[src/hdl/ps2hid_pkg.sv]
// Shared types, codes and lookup tables of the PS/2 set-2 to HID report converter.
package ps2hid_pkg;

  // Number of key slots that the block holds, and the fixed number in a report.
  localparam int unsigned DEFAULT_KEY_SLOTS = 6;
  localparam int unsigned REPORT_SLOTS      = 6;
  localparam int unsigned BASE_TABLE_SIZE   = 132;

  // PS/2 set-2 prefix and special bytes.
  localparam logic [7:0] CODE_SELF_TEST    = 8'hAA;
  localparam logic [7:0] CODE_PAUSE_PREFIX = 8'hE1;
  localparam logic [7:0] CODE_EXTENDED     = 8'hE0;
  localparam logic [7:0] CODE_RELEASE      = 8'hF0;
  localparam logic [7:0] CODE_PAUSE_FIRST  = 8'h14;
  localparam logic [7:0] CODE_PAUSE_SECOND = 8'h77;

  // HID usages with a special meaning.
  localparam logic [7:0] USAGE_NONE       = 8'h00;
  localparam logic [7:0] USAGE_PAUSE      = 8'h48;
  localparam logic [4:0] USAGE_MOD_PREFIX = 5'b11100;

  // One input transaction.
  typedef struct packed {
    logic       mode;
    logic [7:0] scan_byte;
  } ps2hid_in_t;

  // One report transaction.
  typedef struct packed {
    logic [7:0] modifier_bits;
    logic [7:0] key_slot_0;
    logic [7:0] key_slot_1;
    logic [7:0] key_slot_2;
    logic [7:0] key_slot_3;
    logic [7:0] key_slot_4;
    logic [7:0] key_slot_5;
  } ps2hid_out_t;

  // Key event passed from the scancode decoder to the key tracker.
  typedef struct packed {
    logic       flush;
    logic       key;
    logic       key_up;
    logic [7:0] usage;
  } ps2hid_event_t;

  // Base page: set-2 code to HID usage, codes 00..83.
  localparam logic [7:0] BASE_USAGE [BASE_TABLE_SIZE] = '{
    8'h00, 8'h42, 8'h00, 8'h3E, 8'h3C, 8'h3A, 8'h3B, 8'h45,
    8'h68, 8'h43, 8'h41, 8'h3F, 8'h3D, 8'h2B, 8'h35, 8'h67,
    8'h69, 8'hE2, 8'hE1, 8'h00, 8'hE0, 8'h14, 8'h1E, 8'h00,
    8'h6A, 8'h00, 8'h1D, 8'h16, 8'h04, 8'h1A, 8'h1F, 8'h00,
    8'h6B, 8'h06, 8'h1B, 8'h07, 8'h08, 8'h21, 8'h20, 8'h00,
    8'h6C, 8'h2C, 8'h19, 8'h09, 8'h17, 8'h15, 8'h22, 8'h00,
    8'h6D, 8'h11, 8'h05, 8'h0B, 8'h0A, 8'h1C, 8'h23, 8'h00,
    8'h6E, 8'h00, 8'h10, 8'h0D, 8'h18, 8'h24, 8'h25, 8'h00,
    8'h6F, 8'h36, 8'h0E, 8'h0C, 8'h12, 8'h27, 8'h26, 8'h00,
    8'h70, 8'h37, 8'h38, 8'h0F, 8'h33, 8'h13, 8'h2D, 8'h00,
    8'h71, 8'h00, 8'h34, 8'h00, 8'h2F, 8'h2E, 8'h00, 8'h72,
    8'h39, 8'hE5, 8'h28, 8'h30, 8'h00, 8'h32, 8'h00, 8'h73,
    8'h00, 8'h64, 8'h00, 8'h00, 8'h00, 8'h00, 8'h2A, 8'h00,
    8'h00, 8'h59, 8'h00, 8'h5C, 8'h5F, 8'h00, 8'h00, 8'h00,
    8'h62, 8'h63, 8'h5A, 8'h5D, 8'h5E, 8'h60, 8'h29, 8'h53,
    8'h44, 8'h57, 8'h5B, 8'h56, 8'h55, 8'h61, 8'h47, 8'h00,
    8'h00, 8'h00, 8'h00, 8'h40
  };

  // Base page lookup; codes past the table give no usage.
  function automatic logic [7:0] base_usage(input logic [7:0] code);
    logic [7:0] usage;
    usage = USAGE_NONE;
    if (code < 8'(BASE_TABLE_SIZE)) begin
      usage = BASE_USAGE[code];
    end
    return usage;
  endfunction

  // Extended page lookup, used after an E0 prefix.
  function automatic logic [7:0] extended_usage(input logic [7:0] code);
    logic [7:0] usage;
    case (code)
      8'h11:   usage = 8'hE6;
      8'h1F:   usage = 8'hE3;
      8'h14:   usage = 8'hE4;
      8'h27:   usage = 8'hE7;
      8'h4A:   usage = 8'h54;
      8'h5A:   usage = 8'h58;
      8'h69:   usage = 8'h4D;
      8'h6B:   usage = 8'h50;
      8'h6C:   usage = 8'h4A;
      8'h7C:   usage = 8'h46;
      8'h70:   usage = 8'h49;
      8'h71:   usage = 8'h4C;
      8'h72:   usage = 8'h51;
      8'h74:   usage = 8'h4F;
      8'h75:   usage = 8'h52;
      8'h7A:   usage = 8'h4E;
      8'h7D:   usage = 8'h4B;
      default: usage = USAGE_NONE;
    endcase
    return usage;
  endfunction

endpackage

[src/hdl/ps2_scancode_to_hid_report.sv]
// PS/2 set-2 scancode to HID boot-keyboard report converter.
// Input channel (in_valid_i/in_ready_o/in_data_i) takes one transaction per
// received byte: mode 0 carries a scancode byte, mode 1 flushes all held keys,
// modifiers and pending prefixes but the Pause prefix after a receiver overflow.
// Output channel (out_valid_o/out_ready_i/out_data_o) gives a full report,
// modifier byte and six key slots, each time a press or release changes a slot.
// Prefix bytes, unknown codes, repeated or full-slot presses and flushes give none.
// From input acceptance to report valid there is one input register, then the
// decode and slot update into the report register.
// One byte is accepted every cycle while the stage moves; the prefix decode, the
// parallel slot compare and the state update all lie between the two registers.
// After reset no keys or modifiers are held and no prefix is pending.
// When the receiver stalls, a waiting report holds in the output register and
// the next byte still enters the input register; further input is then held
// off until the report is taken.
module ps2_scancode_to_hid_report import ps2hid_pkg::*; #(
  parameter int unsigned KEY_SLOTS = DEFAULT_KEY_SLOTS
) (
  input  logic        clk_i,
  input  logic        rst_ni,
  input  logic        in_valid_i,
  output logic        in_ready_o,
  input  ps2hid_in_t  in_data_i,
  output logic        out_valid_o,
  input  logic        out_ready_i,
  output ps2hid_out_t out_data_o
);

  logic          in_valid_q;
  ps2hid_in_t    in_q;
  logic          out_valid_q;
  ps2hid_out_t   out_q;
  logic          advance;
  logic          step;
  logic          emit;
  ps2hid_event_t key_event;
  ps2hid_out_t   report;

  // The stage moves when the report register is free or being emptied.
  assign advance    = !out_valid_q || out_ready_i;
  assign step       = in_valid_q && advance;
  assign in_ready_o = !in_valid_q || advance;

  // Input register.
  always_ff @(posedge clk_i or negedge rst_ni) begin
    if (!rst_ni) begin
      in_valid_q <= 1'b0;
    end else if (in_ready_o) begin
      in_valid_q <= in_valid_i;
    end
  end

  always_ff @(posedge clk_i) begin
    if (in_valid_i && in_ready_o) begin
      in_q <= in_data_i;
    end
  end

  ps2hid_decode u_decode (
    .clk_i   (clk_i),
    .rst_ni  (rst_ni),
    .step_i  (step),
    .item_i  (in_q),
    .event_o (key_event)
  );

  ps2hid_keys #(
    .KEY_SLOTS (KEY_SLOTS)
  ) u_keys (
    .clk_i    (clk_i),
    .rst_ni   (rst_ni),
    .step_i   (step),
    .event_i  (key_event),
    .emit_o   (emit),
    .report_o (report)
  );

  // Report register.
  always_ff @(posedge clk_i or negedge rst_ni) begin
    if (!rst_ni) begin
      out_valid_q <= 1'b0;
    end else if (advance) begin
      out_valid_q <= step && emit;
    end
  end

  always_ff @(posedge clk_i) begin
    if (step && emit) begin
      out_q <= report;
    end
  end

  assign out_valid_o = out_valid_q;
  assign out_data_o  = out_q;

endmodule

[src/hdl/ps2hid_decode.sv]
// Scancode decoder: collects prefix bytes and turns each final code into a key event.
module ps2hid_decode import ps2hid_pkg::*; (
  input  logic          clk_i,
  input  logic          rst_ni,
  input  logic          step_i,
  input  ps2hid_in_t    item_i,
  output ps2hid_event_t event_o
);

  // Prefix state of the first pending code. The second entry of a Pause
  // sequence is always the byte being decoded, so it is not stored.
  logic       ext0_q, ext0_d;
  logic       rel0_q, rel0_d;
  logic [7:0] code0_q, code0_d;
  logic       second_q, second_d;
  logic       pause_q, pause_d;

  // Next prefix state and the event of this byte.
  always_comb begin
    logic [7:0] usage;
    usage    = USAGE_NONE;
    ext0_d   = ext0_q;
    rel0_d   = rel0_q;
    code0_d  = code0_q;
    second_d = second_q;
    pause_d  = pause_q;
    event_o  = '0;

    if (item_i.mode) begin
      // Overflow flush keeps only the Pause prefix flag.
      ext0_d        = 1'b0;
      rel0_d        = 1'b0;
      second_d      = 1'b0;
      event_o.flush = 1'b1;
    end else begin
      case (item_i.scan_byte)
        CODE_SELF_TEST: begin
        end
        CODE_PAUSE_PREFIX: begin
          pause_d = 1'b1;
        end
        CODE_EXTENDED: begin
          if (!second_q) begin
            ext0_d = 1'b1;
          end
        end
        CODE_RELEASE: begin
          if (!second_q) begin
            rel0_d = 1'b1;
          end
        end
        default: begin
          if (!second_q) begin
            code0_d = item_i.scan_byte;
          end
          if (pause_q) begin
            // First code after E1 is held back for the second one.
            second_d = 1'b1;
            pause_d  = 1'b0;
          end else begin
            if (second_q) begin
              if (code0_q == CODE_PAUSE_FIRST && item_i.scan_byte == CODE_PAUSE_SECOND) begin
                usage = USAGE_PAUSE;
              end
            end else if (ext0_q) begin
              usage = extended_usage(item_i.scan_byte);
            end else begin
              usage = base_usage(item_i.scan_byte);
            end
            event_o.key    = (usage != USAGE_NONE);
            event_o.key_up = rel0_q;
            event_o.usage  = usage;
            // The sequence ends here.
            ext0_d   = 1'b0;
            rel0_d   = 1'b0;
            second_d = 1'b0;
          end
        end
      endcase
    end
  end

  // Prefix control state.
  always_ff @(posedge clk_i or negedge rst_ni) begin
    if (!rst_ni) begin
      ext0_q   <= 1'b0;
      rel0_q   <= 1'b0;
      second_q <= 1'b0;
      pause_q  <= 1'b0;
    end else if (step_i) begin
      ext0_q   <= ext0_d;
      rel0_q   <= rel0_d;
      second_q <= second_d;
      pause_q  <= pause_d;
    end
  end

  // Stored first code of a Pause sequence.
  always_ff @(posedge clk_i) begin
    if (step_i) begin
      code0_q <= code0_d;
    end
  end

endmodule

[src/hdl/ps2hid_keys.sv]
// Key tracker: holds the modifier byte and the key slots and builds the report.
module ps2hid_keys import ps2hid_pkg::*; #(
  parameter int unsigned KEY_SLOTS = DEFAULT_KEY_SLOTS
) (
  input  logic          clk_i,
  input  logic          rst_ni,
  input  logic          step_i,
  input  ps2hid_event_t event_i,
  output logic          emit_o,
  output ps2hid_out_t   report_o
);

  logic [7:0] mods_q, mods_d;
  logic [7:0] keys_q [KEY_SLOTS];
  logic [7:0] keys_d [KEY_SLOTS];

  // Slot compare, first-match selection and the update of this event.
  always_comb begin
    logic [7:0]     mod_mask;
    logic           hit_found;
    logic           empty_found;
    logic [KEY_SLOTS-1:0] first_hit;
    logic [KEY_SLOTS-1:0] first_empty;
    logic [7:0]     slots [REPORT_SLOTS];

    mod_mask = '0;
    if (event_i.usage[7:3] == USAGE_MOD_PREFIX) begin
      mod_mask = 8'(1) << event_i.usage[2:0];
    end

    // All slots are compared in parallel; the lowest match wins.
    hit_found   = 1'b0;
    empty_found = 1'b0;
    first_hit   = '0;
    first_empty = '0;
    for (int i = 0; i < KEY_SLOTS; i++) begin
      if (!hit_found && keys_q[i] == event_i.usage) begin
        first_hit[i] = 1'b1;
        hit_found    = 1'b1;
      end
      if (!empty_found && keys_q[i] == USAGE_NONE) begin
        first_empty[i] = 1'b1;
        empty_found    = 1'b1;
      end
    end

    mods_d = mods_q;
    keys_d = keys_q;
    emit_o = 1'b0;
    if (event_i.flush) begin
      mods_d = '0;
      for (int i = 0; i < KEY_SLOTS; i++) begin
        keys_d[i] = USAGE_NONE;
      end
    end else if (event_i.key) begin
      if (event_i.key_up) begin
        mods_d = mods_q & ~mod_mask;
        for (int i = 0; i < KEY_SLOTS; i++) begin
          if (first_hit[i]) begin
            keys_d[i] = USAGE_NONE;
          end
        end
        emit_o = hit_found;
      end else if (!hit_found) begin
        // A press already held changes nothing.
        mods_d = mods_q | mod_mask;
        for (int i = 0; i < KEY_SLOTS; i++) begin
          if (first_empty[i]) begin
            keys_d[i] = event_i.usage;
          end
        end
        emit_o = empty_found;
      end
    end

    // Report carries the first six slots; missing slots read as empty.
    for (int i = 0; i < REPORT_SLOTS; i++) begin
      slots[i] = USAGE_NONE;
      if (i < KEY_SLOTS) begin
        slots[i] = keys_d[i];
      end
    end
    report_o.modifier_bits = mods_d;
    report_o.key_slot_0    = slots[0];
    report_o.key_slot_1    = slots[1];
    report_o.key_slot_2    = slots[2];
    report_o.key_slot_3    = slots[3];
    report_o.key_slot_4    = slots[4];
    report_o.key_slot_5    = slots[5];
  end

  // Held modifiers and key slots.
  always_ff @(posedge clk_i or negedge rst_ni) begin
    if (!rst_ni) begin
      mods_q <= '0;
      for (int i = 0; i < KEY_SLOTS; i++) begin
        keys_q[i] <= USAGE_NONE;
      end
    end else if (step_i) begin
      mods_q <= mods_d;
      keys_q <= keys_d;
    end
  end

endmodule
[config.mk]
export PLATFORM = sky130hd
export DESIGN_NAME = ps2_scancode_to_hid_report
export DESIGN_NICKNAME = d
export VERILOG_FILES = /design/src/hdl/ps2hid_pkg.sv /design/src/hdl/ps2_scancode_to_hid_report.sv /design/src/hdl/ps2hid_decode.sv /design/src/hdl/ps2hid_keys.sv
export SDC_FILE = /design/constraint.sdc
export NUM_CORES = 1
export LEC_CHECK = 0
export BUFFER_PORTS_ARGS = -buffer_cell sky130_fd_sc_hd__buf_4
export CAP_MARGIN = 20
export CORE_MARGIN = 1
export CORE_UTILIZATION = 40
export DETAILED_ROUTE_END_ITERATION = 8
export GPL_ROUTABILITY_DRIVEN = 0
export SLEW_MARGIN = 40
export SYNTH_ARGS = -nofsm -noshare
export SYNTH_HDL_FRONTEND = slang
export SYNTH_SLANG_ARGS = --single-unit
[constraint.sdc]
create_clock -name clk_i -period 11.87 [get_ports clk_i]
set_clock_uncertainty 0.2 [all_clocks]
set_input_delay 0.5935 -clock clk_i [delete_from_list [all_inputs] [get_ports clk_i]]
set_output_delay 0.5935 -clock clk_i [all_outputs]
set_load 0.005 [all_outputs]
==> metrics.yaml <==
syn_avg_cell_area_um2: 9.536
post_cts_buffers: 0
numCtsBuffers: 17
cts_tree: "yes"
dr_total_vias: 8737
dpl.hpwl_um: 21710
critical_path_class: "register to register"
h-tree-depth: 4
dr_wl_met2_um: 12910
die_h_um: 155.2
grt_max_degree: 74
synthCells: 985
fp.dieW_um: 155.2
clk_pin_slew_ns: 0.07
synth-edff-count: 73
endpoint_kind: "register"
worstMarginPinSlew_ns: 0.8561
power_leakage_uw: 0.003948
antenna_cells: 0
yosysSeqAreaShare: 0.3986
comb_power_share: 0.240
ir_worst_vdd_mv: 0.09115
p_per_area_mw_per_mm2: 135.7
drt_wl_total_um: 30890
initial_core_util: 0.4111
outcome: "completed"
cts_hold_buffers: 0
fmax_ghz: 0.1549
grt_overflow: 0
yosys_warnings: 0
rsz0062_at_grt: "no"
drt_iter0_markers: 1379
wirelength_met1_um: 13370
remaining_drc_errors: 0
grt_pass1_wl_um: 47870
netlist_top_cells_count: "nand2_1 (92), edfxtp_1 (73), nor2_1 (73)"
cts_resized: 0
layout-drive-gt1-share: 0.1562
wl_per_cell_um: 22.99
hold_path_class: "primary input to register"
setup_viol: 0
rows: 55
avgViaCountPerCell: 6.501
yosys.area.top_type: "edfxtp_1"
core_region_area_mm2: 0.02285
top_layer: "met5"
final.fill_count: 2227
p_switching_uw: 485.9
finalWorstPathRequiredPeriod_ns: 6.457
layout.nets: 1042
power.internal_uw: 957.6
antenna_found_initial: 1
wl_met3_um: 3479
holdWs_ns: 0.1269
ys_async_sr_fraction: 0.4593
synth_top_area_share: 0.2334
hold_violations: 0
pwr-share-clk: 0.394
io_buffer_count: 70
seqPwrFrac: 0.366
drt.antenna.violating_nets: 0
crit_path_start_kind: "register"
syn_area_mm2: 0.009393
area.growth.synth_to_final_pct: 13.27
slew-limit-headroom: 0.4271
synth.area.top_cells: "edfxtp_1 (23%), dfrtp_1 (17%), a22o_1 (3.7%)"
cap_violations: 0
cts_max_path_buffers: 2
synth_top_flop_cell: "edfxtp_1"
clk_latency_ns: 0.44
pin_count: 71
grt_pass1_vias: 8027
final-max-slew-violation-count: 0
timing.final.crit_share: 0.5440
cts.sinks: 135
synth_nets: 1009
grt.total_usage: 0.2606
ys_ff_latch: 135
synth.most_common_cell: "nand2_1"
critical_path_required_ns: 11.72
die-area_mm2: 0.02410
synth.distinct_cells: 109
setup_tns_ns: 0
cp_data_arrival_time_ns: 6.31
worst-path-max-fanout: 56
drt_pre_antenna_iters: 6
p_sw_frac: 0.3366
root_buffer: "clkbuf_16"
-- routing by layer --
metal | global-route usage | up-vias
li1 | - | 3896
met1 | 0.3637 | 4175
met2 | 0.3769 | 559
met3 | 0.07465 | 105
met4 | 0.1074 | 2
met5 | 0 | -
-- cells in the final DEF (no fill, tap or decap), types with 9 or more instances in the layout --
| master | instances |
|---|---|
| nor3_1 | 14 |
| nor4_1 | 18 |
| nand3_1 | 22 |
| o41ai_1 | 10 |
| o2bb2ai_1 | 16 |
| edfxtp_1 | 73 |
| nand2_1 | 92 |
| a31oi_1 | 11 |
| o21ai_0 | 43 |
| nor2_1 | 70 |
| a211oi_1 | 10 |
| clkbuf_16 | 17 |
| and3_1 | 14 |
| ha_1 | 11 |
| o211ai_1 | 9 |
| buf_4 | 78 |
| dfrtp_1 | 62 |
| and2_1 | 13 |
| nand4_1 | 11 |
| nand3b_1 | 9 |
| o32ai_1 | 10 |
| a21oi_1 | 42 |
| inv_1 | 27 |
| a22o_1 | 40 |
| nor2b_1 | 17 |
| mux2i_1 | 9 |
| nand2b_1 | 24 |
| o21ai_1 | 13 |
| o21a_1 | 20 |
| xnor2_1 | 15 |
| or3_1 | 10 |
-- final timing paths --
path	start	to	slack (ns)	cells after the start
worst min-delay path	in_data_i[1]	in_q[1]	0.13	1
worst max register to register	in_q[1]	out_data_o[21]	5.41	15
max in group asynchronous	rst_ni	u_keys.mods_q[7]	10.54	2
min in group asynchronous	rst_ni	u_keys.keys_q[13]	0.51	2
worst min register to register	u_keys.mods_q[7]	u_keys.mods_q[7]	0.29	2
worst max-delay path	in_q[1]	out_data_o[21]	5.41	15
-- layout make-up --
class,count,area (um2),share of cell area
multi-input cells,754,5165,0.4855
clock inverters,14,190.2,0.01788
clock buffers,18,429.2,0.04034
flip-flops and latches,135,3744,0.3519
well taps,313,391.6,0.03681
repair buffers,80,606.8,0.05704
inverters,30,112.6,0.01058
-- registers in the layout (all words and copies together), names as in the netlist, 8 cells and up --
signal	cells
u_keys.mods_q	8
in_q	9
out_data_o	56
u_keys.keys_q	48
u_decode.code0_q	8
-- worst max-delay path, stage by stage, from the launching register on --
cell	delay (ns)
edfxtp_1	0.73
inv_1	0.26
ha_1	0.51
nand2b_1	0.42
nor3_2	0.16
nor3_4	0.63
o21ai_1	0.32
a21oi_1	0.52
xor2_1	0.12
a2111oi_0	0.34
nor4bb_4	0.45
nor3_4	0.14
and3_4	0.25
mux2i_1	0.20
nor2_4	0.13
buf_4	0.57
-- power by group through the flow --
stage | Sequential, uW | Clock [uW] | Combinational, uW
2_1_floorplan | 532 | 0 | 248
3_3_place_gp | 537 | 0 | 331
3_5_place_dp | 538 | 0 | 331
4_1_cts | 528 | 572 | 333
5_1_grt | 530 | 596 | 368
6_report | 529 | 569 | 346
-- per-stage QoR --
stage	instance area (um2)	cells	setup slack [ns]	power (uW)	util
after floorplan	9393	985	4.973	780.1	-
after global placement	9972	1311	5.474	867.7	0.4365
after detailed placement	9992	1311	5.423	869.1	0.4373
after CTS	10610	1343	5.441	1433	0.4645
after global routing	10640	1344	4.949	1494	0.4657
final	10640	1344	5.413	1443	0.4657
-- cell families after synthesis --
logic type / share of synthesized area
multiplexers: 0.01079
flip-flops: 0.3986
adder cells (fa/ha/maj): 0.01465
AND/OR/NAND/NOR: 0.2218
buffers and inverters: 0.05648
XOR/XNOR: 0.01958
AO/OA/AOI/OAI: 0.2781
Note: power is estimated with default switching activity, not from simulation.
